<file path="src/hdl/sle_pkg.sv">
// Shared types and codes for the positional list engine.
`default_nettype none

package sle_pkg;

	// Request operation codes
	typedef enum logic [2:0] {
		OP_INSERT = 3'd0,
		OP_REMOVE = 3'd1,
		OP_READ   = 3'd2,
		OP_WRITE  = 3'd3,
		OP_SEARCH = 3'd4
	} sle_op_t;

	// Command broadcast to every cell of the chain
	typedef enum logic [2:0] {
		CELL_IDLE,
		CELL_INSERT,
		CELL_REMOVE,
		CELL_WRITE,
		CELL_READ,
		CELL_SEARCH
	} sle_cell_op_t;

	// Per-cell status captured with the request beat
	typedef struct packed {
		logic hit; // entry is live and equals the search value
		logic sel; // entry is the one addressed by a read
	} sle_flag_t;

	typedef enum logic {
		ST_IDLE,
		ST_RESP
	} sle_state_t;

endpackage : sle_pkg

`default_nettype wire

</file>
<file path="src/hdl/sle_cell.sv">
// One list slot: holds an entry, shifts with its neighbors, flags hits.
`default_nettype none

module sle_cell
	import sle_pkg::*;
#(
	parameter int DATA_WIDTH = 32,
	parameter int IDX        = 0,
	parameter int PW         = 8
) (
	input  wire logic                  clk,
	input  wire logic                  arst_n,
	input  wire sle_cell_op_t          kind,
	input  wire logic [PW-1:0]         pos,
	input  wire logic [PW-1:0]         cnt,
	input  wire logic [DATA_WIDTH-1:0] val,
	input  wire logic [DATA_WIDTH-1:0] left_data,
	input  wire logic [DATA_WIDTH-1:0] right_data,
	output logic      [DATA_WIDTH-1:0] data,
	output sle_flag_t                  flags
);

	// 1-based position of this slot
	localparam logic [PW-1:0] POS_K = PW'(IDX + 1);

	logic [DATA_WIDTH-1:0] data_q;
	sle_flag_t             flag_s1;
	logic                  at_pos;
	logic                  past_pos;

	assign at_pos   = (POS_K == pos);
	assign past_pos = (POS_K > pos);

	always_ff @(posedge clk) begin
		case (kind)
			CELL_INSERT: begin
				if (past_pos) begin
					data_q <= left_data;
				end else if (at_pos) begin
					data_q <= val;
				end
			end
			CELL_REMOVE: begin
				if (past_pos || at_pos) begin
					data_q <= right_data;
				end
			end
			CELL_WRITE: begin
				if (at_pos) begin
					data_q <= val;
				end
			end
			default: begin
			end
		endcase
	end

	always_ff @(posedge clk or negedge arst_n) begin
		if (!arst_n) begin
			flag_s1 <= '0;
		end else if (kind != CELL_IDLE) begin
			flag_s1.hit <= (kind == CELL_SEARCH) && (data_q == val) && (POS_K <= cnt);
			flag_s1.sel <= (kind == CELL_READ) && at_pos;
		end
	end

	assign data  = data_q;
	assign flags = flag_s1;

endmodule : sle_cell

`default_nettype wire
</file>
<file path="config.mk">
export PLATFORM = sky130hd
export DESIGN_NAME = sle_cell
export DESIGN_NICKNAME = d
export VERILOG_FILES = /design/src/hdl/sle_pkg.sv /design/src/hdl/sle_cell.sv
export SDC_FILE = /design/constraint.sdc
export NUM_CORES = 1
export LEC_CHECK = 0
export BUFFER_PORTS_ARGS = -buffer_cell sky130_fd_sc_hd__buf_2
export CORE_MARGIN = 1.5
export CORE_UTILIZATION = 39
export CTS_BUF_LIST = sky130_fd_sc_hd__clkbuf_4
export DETAILED_ROUTE_END_ITERATION = 7
export PLACE_DENSITY = 0.78
export SYNTH_ARGS = -nofsm -noshare
export SYNTH_HDL_FRONTEND = slang
export SYNTH_SLANG_ARGS = --single-unit
</file>
<file path="constraint.sdc">
create_clock -name clk -period 1.2 [get_ports clk]
set_input_delay 0.06 -clock clk [delete_from_list [all_inputs] [get_ports clk]]
set_output_delay 0.06 -clock clk [all_outputs]
set_load 0.005 [all_outputs]
</file>
==> results.toml <==
[routing]
route.vias.total = 2595
routedWlPerCell_um = 17.7
vias_per_cell = 5.38
drtIter0Drc = 110
wl_um = 8520
drc = 0
postRouteAntennaNets = 0
drt-pass1-iter-count = 4

[sta]
setup_viol = 69
fin_skew_ps = 19.1
slew_viol_final = 0
worst_pin_slew_ps = 429
period_minus_slack_ps = 1620
rsz0062_at_grt = "true"
setup_slack_ps = -419
timing.slew.headroom_pct = 71.4
fin_crit_sh_pct = 135
fmax_mhz = 618
hold_viol = 0

[placed_design]
dp_slack_ps = -723
dp_cells = 457
place_congestion = 0.819
hpwlAfterDp_um = 5460
numPortBuffers = 150
dpl_cell_area_mm2 = 0.00347

[grt]
gr-total-overflow = 0
grt_max_degree = 33
grtUsageTotal_pct = 26.1
grt_antenna_before_repair = 0
grt_pass1_wl_um = 12400
grt_pass1_vias = 2536

[logic_synthesis]
yosysTopAreaCellShare_pct = 42.2
ys_ff_latch = 34
synth_fp_nets = 321
yosysTopAreaCell = "edfxtp_1"
ys_warn_count = 0
syn_area_mm2 = 0.00228
ys_seq_area_share_pct = 44.4
syn_avg_cell_area_um2 = 11.2
synth_cells = 204
ys_types = 27
synth_area_leaders = "edfxtp_1 42%, mux2i_1 14%, xnor2_1 11%, a22oi_1 11%, o21ai_0 5.7%"

[final_layout]
syn_to_final_growth_pct = 80.4
final_layout_size_suffix_gt1_share_pct = 64.1
fin_area_mm2 = 0.00411
finalNonFillerCells = 482
nets = 527
utilization_pct = 73.7
antenna_cells = 0

[outcome]
status = "finished, violations left"
violations = "setup timing"

[power]
p_total_mw = 2.85
leakagePower_nw = 1.90
irDropWorstVdd_v = 0.000415
power_density_mw_per_mm2 = 693

[floorplanning]
die_area_mm2 = 0.00631
boundaryPins = 151
start_util_pct = 40.9
die_h_um = 79.4
fp-row-count = 27
die_x_um = 79.4
core_region_area_mm2 = 0.00557

[clocking]
clockBufferDepth = 2
clockRootBuffer = "clkbuf_4"
h-tree-depth = 2
cts_tree = "yes"
cts_buffers = 5
clkSlewWorstSetupHoldPaths_ps = 110
clkLatencyLatePin_ps = 330
cts_sinks = 34

[worst_setup_path]
worst_setup_path_end_kind = "flip-flop"
critPathLaunchType = "flip-flop"
crit_type = "flip-flop to flip-flop"
crit_required_ps = 1450
critical_path.slowest_cell = "edfxtp_1"
cp_common_cell = "nand4_1"
crit_chain = "xnor2_2 > nand4_1 > nor4_2 > buf_4 > nand4_1 > o41ai_2"
slowest_delay_ps = 440
critPathArrivalTime_ps = 1870
critPathMaxFanout = 2

[min_path]
hold_path_class = "primary input to flip-flop"

[flow_run]
drv_cap = 0
[metrics by stage]
step                      TNS, ps  hold slack [ps]
after floorplan            -36800             -236
after global placement     -37320             -144
after detailed placement   -39470             -143
after CTS                  -19150             3.77
after global routing       -24080             12.7
final                      -21080             21.9
[cells by family after synthesis]
logic type	synth area share, %
AO/OA/AOI/OAI	18.7
XOR/XNOR	12.3
buffers and inverters	3.13
flip-flops	44.4
multiplexers	14.1
AND/OR/NAND/NOR	7.47
[flip-flops by register name, summed over array words and instances, names as in the netlist]
signal / count
flags: 2
data: 32
[power by group]
part           internal, mW  switching [mW]
Clock                 0.236           0.386
Sequential             1.37          0.0386
Combinational         0.469           0.352
[placed cells by master, fill, tap and decap left out, drive strengths merged]
cell type    Yosys  layout
buf              9     206
edfxtp          32      32
a22oi           32      32
mux2i           32      32
o21ai           32      32
xnor2           28      28
clkbuf           4       9
nand4            7       7
nor4             5       5
xor2             4       4
nor2b            3       3
nor3             2       2
dfrtp            2       2
dlygate4sd3      0       2
a21oi            2       2
or4              1       1
nor3b            1       1
or2              1       1
nand2            1       1
nor2             1       1
inv              1       1
nand4b           1       1
nand3            1       1
o41ai            1       1
a31oi            1       1
clkinv           0       1
bufbuf           0       1
[path summary, 6_finish.rpt]
kind / from / cells after the start / end / slack (ps)
setup / recovery: data[7] / 6 / flags[1] / -420
hold / removal: left_data[4] / 3 / data[4] / 20
setup reg to reg: data[7] / 6 / flags[1] / -420
hold reg to reg: flags[1] / 2 / flags[1] / 540
max in group asynchronous: arst_n / 2 / flags[1] / 1060
min in group asynchronous: arst_n / 2 / flags[0] / 30
[final cells by class]
| type | instances | area, um^2 |
|---|---|---|
| timing repair buffer | 212 | 1510 |
| fill | 403 | 1460 |
| multi-input combinational | 156 | 1440 |
| sequential | 34 | 1010 |
| tap | 72 | 90.1 |
| clock buffer | 6 | 45.0 |
| clock inverter | 1 | 3.75 |
| inverter | 1 | 3.75 |
[cell usage after synthesis]
cell type	n
clkbuf_1	4
nor3b_2	1
nor3_1	2
a21oi_1	2
dfrtp_1	2
a31oi_1	1
nor2_1	1
o41ai_1	1
nand4_1	7
xnor2_1	28
buf_4	3
xor2_1	4
nor4_4	1
nand3_1	1
or4_4	1
nand2_1	1
nand4b_1	1
nor2b_1	3
inv_1	1
o21ai_0	26
mux2i_1	32
edfxtp_1	32
or2_2	1
o21ai_1	6
a22oi_1	32
nor4_1	4
buf_2	6
[per-layer routing]
metal  vias to the layer above  global-route usage, %  routed length [um]
met5                         -                      0                   0
met4                         0                   10.2                 246
met3                        25                   4.46                 527
met2                       123                   45.4                4320
met1                      1231                   31.8                3430
li1                       1216                      -                   -
[worst max-delay path, delay by kind of cell (launching register included)]
family,cells,cell delay (ps)
and+or+nand+nor,3,660
DFF,1,440
xor gates and xnor gates,1,190
buffers and inverters,1,160
AOI/OAI and AO/OA,1,70
[what timing repair did]
item | in CTS | in global routing
endpoints found under the hold margin | 3 | 0
cloned | 5 | 3
hold buffers | 2 | 0
setup endpoints to repair | 65 | 66
setup buffers | 6 | 3
pin swaps | 13 | 4
gates resized for setup | 64 | 25
(Power assumes the default switching activity.)
